## config.mk

```make
export PLATFORM = sky130hd
export DESIGN_NAME = directional_nearest_rect_select_flat
export DESIGN_NICKNAME = d
export VERILOG_FILES = /design/src/rtl/dnrs_pkg.sv /design/src/rtl/dnrs_if.sv /design/src/rtl/dnrs_score.sv /design/src/rtl/directional_nearest_rect_select.sv /design/src/flat_wrapper.sv
export SDC_FILE = /design/constraint.sdc
export NUM_CORES = 1
export LEC_CHECK = 0
export BUFFER_PORTS_ARGS = -buffer_cell sky130_fd_sc_hd__buf_4
export CORE_UTILIZATION = 40
export CTS_BUF_LIST = sky130_fd_sc_hd__clkbuf_8
export CTS_CLUSTER_SIZE = 12
export DETAILED_ROUTE_END_ITERATION = 8
export PLACE_DENSITY_LB_ADDON = 0.08
export SLEW_MARGIN = 40
export SYNTH_ARGS = -nofsm -noshare
export SYNTH_HDL_FRONTEND = slang
export SYNTH_SLANG_ARGS = --single-unit
```

## constraint.sdc

```tcl
create_clock -name clk -period 10.81 [get_ports clk]
set_clock_uncertainty 0.2 [all_clocks]
set_input_delay 1.081 -clock clk [delete_from_list [all_inputs] [get_ports clk]]
set_output_delay 1.081 -clock clk [all_outputs]
set_load 0.03 [all_outputs]
```

## src/rtl/dnrs_pkg.sv

```systemverilog
// shared types, widths and constants for the directional nearest rectangle search
package dnrs_pkg;

  // field widths
  localparam int COORD_BITS = 16;
  localparam int SIZE_BITS  = 15;
  localparam int ID_BITS    = 8;
  localparam int DIR_BITS   = 2;
  localparam int SCORE_BITS = 31;

  // score weight on the gap along the search axis
  localparam int GAP_WEIGHT   = 1000;
  localparam int GAP_WEIGHT_W = 10;

  // internal arithmetic widths, sized so nothing wraps
  localparam int EXT_W  = ((COORD_BITS > SIZE_BITS) ? COORD_BITS : (SIZE_BITS + 1)) + 2;
  localparam int DIFF_W = EXT_W + 1;
  localparam int PROD_W = DIFF_W + GAP_WEIGHT_W;
  localparam int SUM_W  = PROD_W + 1;
  localparam int CMP_W  = (SUM_W > SCORE_BITS) ? SUM_W : SCORE_BITS;

  localparam logic [SCORE_BITS-1:0] SCORE_MAX = {SCORE_BITS{1'b1}};

  typedef enum logic [DIR_BITS-1:0] {
    SEEK_LEFT  = 2'd0,
    SEEK_RIGHT = 2'd1,
    SEEK_UP    = 2'd2,
    SEEK_DOWN  = 2'd3
  } dir_t;

  typedef enum logic {
    CMD_START     = 1'b0,
    CMD_CANDIDATE = 1'b1
  } cmd_t;

  typedef struct packed {
    logic signed [COORD_BITS-1:0] x;
    logic signed [COORD_BITS-1:0] y;
    logic [SIZE_BITS-1:0]         w;
    logic [SIZE_BITS-1:0]         h;
  } rect_t;

  typedef struct packed {
    cmd_t               command;
    rect_t              rect;
    dir_t               direction;
    logic [ID_BITS-1:0] candidate_id;
    logic               is_focused;
    logic               last;
  } item_t;

  // candidate evaluation handed from the scorer to the top level
  typedef struct packed {
    logic             hit;
    logic [CMP_W-1:0] score;
  } cand_eval_t;

endpackage

```

## src/rtl/dnrs_if.sv

```systemverilog
// valid/ready channel interfaces for query items and search results
interface dnrs_in_if;
  import dnrs_pkg::*;

  logic                         valid;
  logic                         ready;
  logic                         command;
  logic signed [COORD_BITS-1:0] rect_x;
  logic signed [COORD_BITS-1:0] rect_y;
  logic [SIZE_BITS-1:0]         rect_w;
  logic [SIZE_BITS-1:0]         rect_h;
  logic [DIR_BITS-1:0]          direction;
  logic [ID_BITS-1:0]           candidate_id;
  logic                         is_focused;
  logic                         last;

  modport source (
    output valid, command, rect_x, rect_y, rect_w, rect_h, direction,
           candidate_id, is_focused, last,
    input  ready
  );
  modport sink (
    input  valid, command, rect_x, rect_y, rect_w, rect_h, direction,
           candidate_id, is_focused, last,
    output ready
  );
endinterface

interface dnrs_out_if;
  import dnrs_pkg::*;

  logic                  valid;
  logic                  ready;
  logic                  found;
  logic [ID_BITS-1:0]    best_id;
  logic [SCORE_BITS-1:0] min_score;

  modport source (
    output valid, found, best_id, min_score,
    input  ready
  );
  modport sink (
    input  valid, found, best_id, min_score,
    output ready
  );
endinterface

```

## src/rtl/dnrs_score.sv

```systemverilog
// candidate scorer: direction test, edge gap and centre offset
module dnrs_score (
  input  dnrs_pkg::rect_t      focus,
  input  dnrs_pkg::dir_t       dir,
  input  dnrs_pkg::rect_t      cand,
  output dnrs_pkg::cand_eval_t eval
);
  import dnrs_pkg::*;

  logic signed [EXT_W-1:0]  f_left, f_top, f_right, f_bottom, f_cx, f_cy;
  logic signed [EXT_W-1:0]  c_left, c_top, c_right, c_bottom, c_cx, c_cy;
  logic signed [DIFF_W-1:0] gap_s, off_s;
  logic [DIFF_W-1:0]        gap_mag, off_mag;
  logic [PROD_W-1:0]        gap_scaled;
  logic [SUM_W-1:0]         score_sum;
  logic                     beyond;

  // edges and truncated centres, widened
  always_comb begin
    f_left   = EXT_W'(focus.x);
    f_top    = EXT_W'(focus.y);
    f_right  = f_left + EXT_W'(focus.w);
    f_bottom = f_top + EXT_W'(focus.h);
    f_cx     = f_left + EXT_W'(focus.w >> 1);
    f_cy     = f_top + EXT_W'(focus.h >> 1);
    c_left   = EXT_W'(cand.x);
    c_top    = EXT_W'(cand.y);
    c_right  = c_left + EXT_W'(cand.w);
    c_bottom = c_top + EXT_W'(cand.h);
    c_cx     = c_left + EXT_W'(cand.w >> 1);
    c_cy     = c_top + EXT_W'(cand.h >> 1);
  end

  // direction test, gap along the axis and offset across it
  always_comb begin
    case (dir)
      SEEK_LEFT: begin
        beyond = (c_right <= f_left);
        gap_s  = DIFF_W'(f_left) - DIFF_W'(c_right);
        off_s  = DIFF_W'(c_cy) - DIFF_W'(f_cy);
      end
      SEEK_RIGHT: begin
        beyond = (c_left >= f_right);
        gap_s  = DIFF_W'(c_left) - DIFF_W'(f_right);
        off_s  = DIFF_W'(c_cy) - DIFF_W'(f_cy);
      end
      SEEK_UP: begin
        beyond = (c_bottom <= f_top);
        gap_s  = DIFF_W'(f_top) - DIFF_W'(c_bottom);
        off_s  = DIFF_W'(c_cx) - DIFF_W'(f_cx);
      end
      default: begin
        beyond = (c_top >= f_bottom);
        gap_s  = DIFF_W'(c_top) - DIFF_W'(f_bottom);
        off_s  = DIFF_W'(c_cx) - DIFF_W'(f_cx);
      end
    endcase
  end

  // gap is non-negative whenever the candidate is beyond the edge
  always_comb begin
    gap_mag    = gap_s;
    off_mag    = off_s[DIFF_W-1] ? DIFF_W'(-off_s) : DIFF_W'(off_s);
    gap_scaled = PROD_W'(gap_mag) * PROD_W'(GAP_WEIGHT);
    score_sum  = SUM_W'(gap_scaled) + SUM_W'(off_mag);
    eval.hit   = beyond;
    eval.score = CMP_W'(score_sum);
  end

endmodule

```

## src/rtl/directional_nearest_rect_select.sv

```systemverilog
// top level: directional nearest rectangle search with a running minimum
//
//  channel  | port    | direction | moves
//  ---------+---------+-----------+----------------------------------------
//  query    | in_chan | sink      | start or candidate rectangle, id, last
//  result   | out_chan| source    | found, best id, min score
//
// one transaction per cycle: each accepted item waits in the input register,
// where the scorer and the running minimum update it in one pass.
// the item marked last loads the result register. reset (rst_n low,
// synchronous) clears the focused rectangle to zero, direction left, and
// the running minimum. a stalled result only holds an item that carries
// last; other candidates keep flowing.
module directional_nearest_rect_select (
  input logic     clk,
  input logic     rst_n,
  dnrs_in_if.sink   in_chan,
  dnrs_out_if.source out_chan
);
  import dnrs_pkg::*;

  logic                  stg_valid_r;
  item_t                 stg_item_r;
  rect_t                 focus_r, focus_nxt;
  dir_t                  dir_r, dir_nxt;
  logic [SCORE_BITS-1:0] lowest_score_r, lowest_score_nxt;
  logic [ID_BITS-1:0]    chosen_id_r, chosen_id_nxt;
  logic                  have_choice_r, have_choice_nxt;
  logic                  out_valid_r;
  logic                  found_r;
  logic [ID_BITS-1:0]    best_id_r;
  logic [SCORE_BITS-1:0] min_score_r;
  logic                  stg_adv;
  logic                  in_take;
  logic                  take_cand;
  item_t                 in_item;
  cand_eval_t            cand_eval;

  // input register advances unless a last item meets a stalled result
  assign stg_adv        = stg_valid_r && (!stg_item_r.last || !out_valid_r || out_chan.ready);
  assign in_chan.ready  = !stg_valid_r || stg_adv;
  assign in_take        = in_chan.valid && in_chan.ready;

  always_comb begin
    in_item.command      = cmd_t'(in_chan.command);
    in_item.rect.x       = in_chan.rect_x;
    in_item.rect.y       = in_chan.rect_y;
    in_item.rect.w       = in_chan.rect_w;
    in_item.rect.h       = in_chan.rect_h;
    in_item.direction    = dir_t'(in_chan.direction);
    in_item.candidate_id = in_chan.candidate_id;
    in_item.is_focused   = in_chan.is_focused;
    in_item.last         = in_chan.last;
  end

  always_ff @(posedge clk) begin
    if (!rst_n) begin
      stg_valid_r <= 1'b0;
    end else if (in_chan.ready) begin
      stg_valid_r <= in_chan.valid;
    end
  end

  always_ff @(posedge clk) begin
    if (in_take) begin
      stg_item_r <= in_item;
    end
  end

  dnrs_score u_score (
    .focus (focus_r),
    .dir   (dir_r),
    .cand  (stg_item_r.rect),
    .eval  (cand_eval)
  );

  // strict running minimum, first candidate keeps ties
  assign take_cand = (stg_item_r.command == CMD_CANDIDATE) && !stg_item_r.is_focused
                     && cand_eval.hit && (cand_eval.score < CMP_W'(lowest_score_r));

  always_comb begin
    focus_nxt        = focus_r;
    dir_nxt          = dir_r;
    lowest_score_nxt = lowest_score_r;
    chosen_id_nxt    = chosen_id_r;
    have_choice_nxt  = have_choice_r;
    if (stg_item_r.command == CMD_START) begin
      focus_nxt        = stg_item_r.rect;
      dir_nxt          = stg_item_r.direction;
      lowest_score_nxt = SCORE_MAX;
      chosen_id_nxt    = '0;
      have_choice_nxt  = 1'b0;
    end else if (take_cand) begin
      lowest_score_nxt = cand_eval.score[SCORE_BITS-1:0];
      chosen_id_nxt    = stg_item_r.candidate_id;
      have_choice_nxt  = 1'b1;
    end
  end

  // search state; the running minimum is cleared again after each result
  always_ff @(posedge clk) begin
    if (!rst_n) begin
      focus_r        <= '0;
      dir_r          <= SEEK_LEFT;
      lowest_score_r <= SCORE_MAX;
      chosen_id_r    <= '0;
      have_choice_r  <= 1'b0;
    end else if (stg_adv) begin
      focus_r <= focus_nxt;
      dir_r   <= dir_nxt;
      if (stg_item_r.last) begin
        lowest_score_r <= SCORE_MAX;
        chosen_id_r    <= '0;
        have_choice_r  <= 1'b0;
      end else begin
        lowest_score_r <= lowest_score_nxt;
        chosen_id_r    <= chosen_id_nxt;
        have_choice_r  <= have_choice_nxt;
      end
    end
  end

  // result register
  always_ff @(posedge clk) begin
    if (!rst_n) begin
      out_valid_r <= 1'b0;
    end else if (stg_adv && stg_item_r.last) begin
      out_valid_r <= 1'b1;
    end else if (out_chan.ready) begin
      out_valid_r <= 1'b0;
    end
  end

  always_ff @(posedge clk) begin
    if (stg_adv && stg_item_r.last) begin
      found_r     <= have_choice_nxt;
      best_id_r   <= chosen_id_nxt;
      min_score_r <= lowest_score_nxt;
    end
  end

  assign out_chan.valid     = out_valid_r;
  assign out_chan.found     = found_r;
  assign out_chan.best_id   = best_id_r;
  assign out_chan.min_score = min_score_r;

  // checks
  a_empty_result: assert property (@(posedge clk) disable iff (!rst_n)
    out_valid_r && !found_r |-> best_id_r == '0 && min_score_r == SCORE_MAX)
    else $error("empty result carries an id or a score");

  a_found_below_max: assert property (@(posedge clk) disable iff (!rst_n)
    out_valid_r && found_r |-> min_score_r != SCORE_MAX)
    else $error("found result with saturated score");

  a_clear_after_last: assert property (@(posedge clk) disable iff (!rst_n)
    stg_adv && stg_item_r.last |=> !have_choice_r && lowest_score_r == SCORE_MAX)
    else $error("running minimum not cleared after a result");

  a_no_overwrite: assert property (@(posedge clk) disable iff (!rst_n)
    stg_valid_r && !stg_adv |-> !in_chan.ready)
    else $error("input register overwritten while held");

endmodule
```

## src/flat_wrapper.sv

```systemverilog
// flat-port wrapper written by rule: the top's interface ports become plain ports
module directional_nearest_rect_select_flat import dnrs_pkg::*;
  (clk, rst_n, in_chan_valid, in_chan_command, in_chan_rect_x, in_chan_rect_y, in_chan_rect_w, in_chan_rect_h, in_chan_direction, in_chan_candidate_id, in_chan_is_focused, in_chan_last, in_chan_ready, out_chan_valid, out_chan_found, out_chan_best_id, out_chan_min_score, out_chan_ready);
  dnrs_in_if in_chan_i ();
  dnrs_out_if out_chan_i ();
  input logic clk;
  input logic rst_n;
  input wire logic [$bits(in_chan_i.valid)-1:0] in_chan_valid;
  input wire logic [$bits(in_chan_i.command)-1:0] in_chan_command;
  input wire logic [$bits(in_chan_i.rect_x)-1:0] in_chan_rect_x;
  input wire logic [$bits(in_chan_i.rect_y)-1:0] in_chan_rect_y;
  input wire logic [$bits(in_chan_i.rect_w)-1:0] in_chan_rect_w;
  input wire logic [$bits(in_chan_i.rect_h)-1:0] in_chan_rect_h;
  input wire logic [$bits(in_chan_i.direction)-1:0] in_chan_direction;
  input wire logic [$bits(in_chan_i.candidate_id)-1:0] in_chan_candidate_id;
  input wire logic [$bits(in_chan_i.is_focused)-1:0] in_chan_is_focused;
  input wire logic [$bits(in_chan_i.last)-1:0] in_chan_last;
  output wire logic [$bits(in_chan_i.ready)-1:0] in_chan_ready;
  output wire logic [$bits(out_chan_i.valid)-1:0] out_chan_valid;
  output wire logic [$bits(out_chan_i.found)-1:0] out_chan_found;
  output wire logic [$bits(out_chan_i.best_id)-1:0] out_chan_best_id;
  output wire logic [$bits(out_chan_i.min_score)-1:0] out_chan_min_score;
  input wire logic [$bits(out_chan_i.ready)-1:0] out_chan_ready;
  assign in_chan_i.valid = in_chan_valid;
  assign in_chan_i.command = in_chan_command;
  assign in_chan_i.rect_x = in_chan_rect_x;
  assign in_chan_i.rect_y = in_chan_rect_y;
  assign in_chan_i.rect_w = in_chan_rect_w;
  assign in_chan_i.rect_h = in_chan_rect_h;
  assign in_chan_i.direction = in_chan_direction;
  assign in_chan_i.candidate_id = in_chan_candidate_id;
  assign in_chan_i.is_focused = in_chan_is_focused;
  assign in_chan_i.last = in_chan_last;
  assign in_chan_ready = in_chan_i.ready;
  assign out_chan_valid = out_chan_i.valid;
  assign out_chan_found = out_chan_i.found;
  assign out_chan_best_id = out_chan_i.best_id;
  assign out_chan_min_score = out_chan_i.min_score;
  assign out_chan_i.ready = out_chan_ready;
  directional_nearest_rect_select u_core (.clk(clk), .rst_n(rst_n), .in_chan(in_chan_i), .out_chan(out_chan_i));
endmodule
```

==> Word-level counts from Yosys, hierarchy flattened <==
Cells that the tools add are included.
{ "op_classes": {"addsub": 16, "n_mul": 1, "magnitude_cmp": 5, "eq_ne": 2, "n_mux": 15, "bitwise_logic": 1, "n_reduce_logical": 17} }
{ "ops": {"columns": ["operator", "n"], "rows": [
  ["2-to-1 mux 31 bit", 3],
  ["subtractor 16 x 17 -> 18 bit", 4],
  ["adder 16 x 15 -> 17 bit", 4],
  ["adder 16 x 16 -> 17 bit", 4],
  ["case mux 19 bit (3 select lines)", 1],
  ["2-to-1 mux 19 bit", 2],
  ["subtractor 17 x 17 -> 18 bit", 2],
  [">= comparator 16 x 17 -> 1 bit", 2],
  ["<= comparator 17 x 16 -> 1 bit", 2],
  ["< comparator 30 x 31 -> 1 bit", 1],
  ["adder 29 x 19 -> 30 bit", 1],
  ["multiplier 19 x 7 -> 26 bit (second input constant)", 1],
  ["2-to-1 mux 8 bit", 3],
  ["negator 19 bit", 1],
  ["logical AND 1 bit", 6],
  ["2-to-1 mux 1 bit", 5],
  ["zero test 1 bit", 4],
  ["logical OR 1 bit", 3],
  ["case mux 1 bit (3 select lines)", 1],
  ["equality test 2 x 1 -> 1 bit (second input constant)", 1],
  ["equality test 2 bit (second input constant)", 1],
  ["zero test 2 bit", 1],
  ["AND reduction 2 bit", 1],
  ["nonzero test 2 bit", 1],
  ["other kinds (2)", 2]
]} }
{ "totals": {"reg_bits": 221, "inputBits": 79, "out_inout_bits": 42, "wordCells": 79} }

==> Depth between registers and ports, before layout <==
{ "logic_depth": {"ltp_word": 11, "ltp_mapped": 55, "mapped_depth_nobuf": 53} }

==> Hierarchy <==
From an unflattened synthesis, not the netlist that was laid out.
{ "unflattened": {"cells_unflattened": 2492, "area_unflattened_um2": 22276.4} }
{ "by_module_without_submodules": {"columns": ["module", "instances", "cells_per_inst", "area_per_inst_um2", "seq_area_each_um2"], "rows": [
  ["dnrs_score", 1, 1777, 13887.1, 0.0],
  ["directional_nearest_rect_select", 1, 715, 8389.3, 5575.3]
]} }

==> Worst setup path after synthesis <==
OpenSTA, ideal clock, no wires.
{ "synth_path": {"path_type": "reg2reg", "start": "register u_core.stg_item_r[43] (netlist name)", "end": "register u_core.lowest_score_r[1]", "setup_ps": 134, "arrival_time_ps": 10121, "required_time_ps": 10476, "path_slack_ps": 355, "stages_incl_launch_ff": 49, "path_buffers": 2, "synth_period_minus_slack_ps": 10455, "cell_sequence": "edfxtp_1 -> inv_1 -> fa_1 -> nor2b_1 -> o21ai_0 -> a21boi_0 -> o21ai_0 -> a21boi_0 -> o21ai_0 -> a21oi_1 -> nor2_1 -> xor2_1 -> ha_1 -> a21o_1 -> a211o_1 -> or3_1 -> o221ai_2 -> nor2b_1 -> (+13 left out) -> a31oi_1 -> a31oi_2 -> a41o_1 -> a21oi_1 -> xor2_1 -> nand4b_1 -> xnor2_1 -> inv_1 -> ha_1 -> nand4b_1 -> nor3_1 -> nand3_1 -> o41ai_1 -> a211oi_1 -> buf_2 -> o31ai_4 -> buf_6 -> a22oi_1"} }
{ "synth_via": {"elab_chain_len": 11, "word_cells_on_any_way": 20, "classes_between": "add/sub: 7; mul: 1; order compare: 3; mux: 7; reduce/logical: 2"} }
{ "synth_rtl": {"columns": ["item", "line", "text"], "rows": [
  ["start, declared", "directional_nearest_rect_select.sv:23", "item_t stg_item_r;"],
  ["start signal, assigned", "directional_nearest_rect_select.sv:66", "stg_item_r <= in_item;"],
  ["branches (longest 8 deep; another with < comparator 30 x 31 -> 1 bit)", null, null],
  ["2-to-1 mux 31 bit *", "directional_nearest_rect_select.sv:93", "end else if (take_cand) begin"],
  ["2-to-1 mux 31 bit *", "directional_nearest_rect_select.sv:87", "if (stg_item_r.command == CMD_START) begin"],
  ["2-to-1 mux 31 bit *", "directional_nearest_rect_select.sv:111", "if (stg_item_r.last) begin"],
  ["end signal, assigned", "directional_nearest_rect_select.sv:116", "lowest_score_r <= lowest_score_nxt;"],
  ["end, declared", "directional_nearest_rect_select.sv:26", "logic [SCORE_BITS-1:0] lowest_score_r, lowest_score_nxt;"]
]} }
Mark *: on every way between the ends.
A chain may end at the register's enable or synchronous reset.

==> Worst setup path after layout <==
{ "layout_path": {"start": "register u_core.stg_item_r[42] (netlist name)", "end": "register u_core.best_id_r[3], in the netlist u_core.out_chan.best_id[3], data pin"} }
{ "layout_via": {"elab_chain_len": 10, "word_cells_on_any_way": 19, "classes_between": "add/sub: 7; mul: 1; order compare: 3; mux: 6; reduce/logical: 2"} }
{ "layout_rtl": {"columns": ["item", "line", "text"], "rows": [
  ["branches (longest 7 deep; another with < comparator 30 x 31 -> 1 bit)", null, null],
  ["logical AND 1 bit *", "directional_nearest_rect_select.sv:79", "&& cand_eval.hit && (cand_eval.score < CMP_W'(lowest_score_r));"],
  ["2-to-1 mux 8 bit *", "directional_nearest_rect_select.sv:93", null],
  ["2-to-1 mux 8 bit *", "directional_nearest_rect_select.sv:87", null],
  ["net u_core.chosen_id_nxt[3]", "directional_nearest_rect_select.sv:27", "logic [ID_BITS-1:0] chosen_id_r, chosen_id_nxt;"],
  ["end signal, assigned", "directional_nearest_rect_select.sv:137", "best_id_r <= chosen_id_nxt;"],
  ["end, declared", "directional_nearest_rect_select.sv:31", "logic [ID_BITS-1:0] best_id_r;"]
]} }
Mark *: on every way through the listed nets, which the timed path passes.

==> reports/metrics.csv <==
metric,value,unit
crit_arrival,10.83,ns
core-area,55400,um^2
fin_area,28700,um^2
grt_pass1_vias,19435,
clk_latency,0.62,ns
dr_total_vias,19686,
async_reset_ff_frac,0,
layout-drive-gt1-share,0.248,
layout.nets,3441,
setup_viol,0,
avgViaCountPerCell,5.26,
drc,0,
seq_area_frac_synth,0.248,
antenna_found_initial,4,
synth.avg_cell_area,9.04,um^2
die_h,239,um
synthCells,2492,
yosysUniqueCellTypes,105,
slowest_delay,0.52,ns
hold_class,register to register,
gr-total-overflow,0,
cts_hold_buf,0,
syn-num-nets,2971,
final_common_cell,buf_4,
critPathCaptureType,register,
synth_area,22500,um^2
max_slew_margin,0.425,
path_clk_slew,0.06,ns
tightest_slew,0.839,ns
place.gp.congestion,0.877,
port-buffer-count,120,
synth_flop_cell,edfxtp_1,
place_area,26500,um^2
hp-start,u_core.focus_r[15],
final_cell_mix,"buf_4 (458), inv_1 (286), nand2_1 (265)",
cts_tree,yes,
start_kind,register,
dpl.hpwl,54800,um
fp.dieArea,57300,um^2
finalHoldViolations,0,
drv_cap,0,
initial_core_util,0.406,
top_level_ports,121,
post_drt_wl_per_cell,18.3,um
cts-buffers-inserted,42,
fmax,0.0936,GHz
cts-root-buf,clkbuf_8,
critPathLaunch,u_core.stg_item_r[42],
synth_edf_count,115,
h-tree-depth,2,
area_growth,27.5,%
first_pass_iters,5,
die_x,239,um
dpl.cell_count,3618,
ys_ff_latch,221,
cp.required,10.95,ns
rsz0062_at_grt,true,
status,"finished, final reports clean",
yosys_warnings,0,
r2r_start,u_core.stg_item_r[42],
period_share,0.989,
ant_nets,0,
grt_first_pass_wirelength,106000,um
clockBufferDepth,3,
critPathMaxFanout,8,
period_needed,10.69,ns
drt-total-wl,68600,um
grt_use_total,0.237,
grt_start_max_net_pins,69,
drtIter0Drc,994,
fin_cells,3744,
holdWs,0.265,ns
num_rows,86,
n_fill_cell,5205,
finalSetupTns,0,ns
worstSetupPathType,register to register,
cpMaxStageDelayCell,mux4_2,
cts.sinks,221,
drv_slew,0,
flip-flops by register name, summed over array words and instances, names as in the netlist, 2 cells and up:
signal and count:
u_core.out_chan.best_id 8, u_core.out_chan.min_score 31, u_core.chosen_id_r 8, u_core.focus_r 62
u_core.dir_r 2, u_core.lowest_score_r 31, u_core.stg_item_r 75
layout make-up:
type                       count  area, um^2  share of cell area
multi-input combinational   1938       16400               0.573
timing repair buffer         486        3890               0.135
sequential                   221        5580               0.194
clock inverter                27         148             0.00514
clock buffer                  50         688              0.0240
antenna                        1        2.50           0.0000871
tap                          748         936              0.0326
inverter                     273        1020              0.0357
worst paths after layout:
kind / end / slack [ns] / cells past startpoint
max: u_core.out_chan.best_id[3] / 0.12 / 50
min: u_core.focus_r[15] / 0.26 / 2
max reg2reg: u_core.out_chan.best_id[3] / 0.12 / 50
min reg2reg: u_core.focus_r[15] / 0.26 / 2
cells by family (layout without fill, tap and decap cells):
kind of cell	count (synthesis)	after routing	synth area share
buffers and inverters	333	836	0.0586
other	1	2	0.000167
muxes	38	38	0.0212
xor gates and xnor gates	187	187	0.0734
DFF	221	221	0.248
adders and majority gates	400	400	0.264
and+or+nand+nor	651	651	0.137
AOI/OAI and AO/OA	661	661	0.198
metrics by stage:
stage	utilization	setup WS, ns
global placement	0.479	-0.559
detailed placement	0.479	-0.775
global route	0.518	-0.339
CTS	0.503	0.00177
finish	0.518	0.121
floorplan	-	0.355
worst max-delay path: cells and delay by family, from the launching register on:
kind	cells	cell delay [ns]
AND/OR/NAND/NOR	12	1.94
buffers and inverters	7	0.71
multiplexers	2	0.72
flip-flops	1	0.39
AO/OA/AOI/OAI	16	2.62
XOR/XNOR	4	0.70
adder cells (fa/ha/maj)	9	3.12
Yosys cell counts (13+ instances only):
cell,number,area (um^2)
nand2_1,272,1020
ha_1,274,3430
xor2_1,77,674
nand4_1,13,81.3
nand3_1,45,225
xnor2_1,108,946
a21boi_0,80,601
clkbuf_1,39,146
nand2b_1,27,169
o21ai_0,106,531
mux2i_1,24,240
a21o_1,58,435
a31oi_1,14,87.6
dfxtp_1,106,2120
a21oi_1,167,836
edfxtp_1,115,3450
fa_1,126,2520
a211oi_1,18,135
inv_1,272,1020
nor3_1,30,150
and3_1,15,93.8
o211ai_1,47,353
o21a_1,24,180
nor2b_1,32,200
o21bai_1,19,143
nor2_1,137,514
or3_1,13,81.3
o22ai_1,14,87.6
routing by layer:
layer / share of wire / track usage
met2: 0.49 / 0.413
met5: 0.00013 / 0
met3: 0.037 / 0.0255
met4: 0.019 / 0.0493
met1: 0.46 / 0.316
what timing repair did:
action,in CTS,in global routing
pin swaps,29,104
gates resized for setup,85,121
setup endpoints to repair,80,80
setup buffers,16,25
cloned,3,6
Power is left out: the tool's default activity adds up to more than one toggle a clock period on the data nets, which glitch-free logic cannot reach.
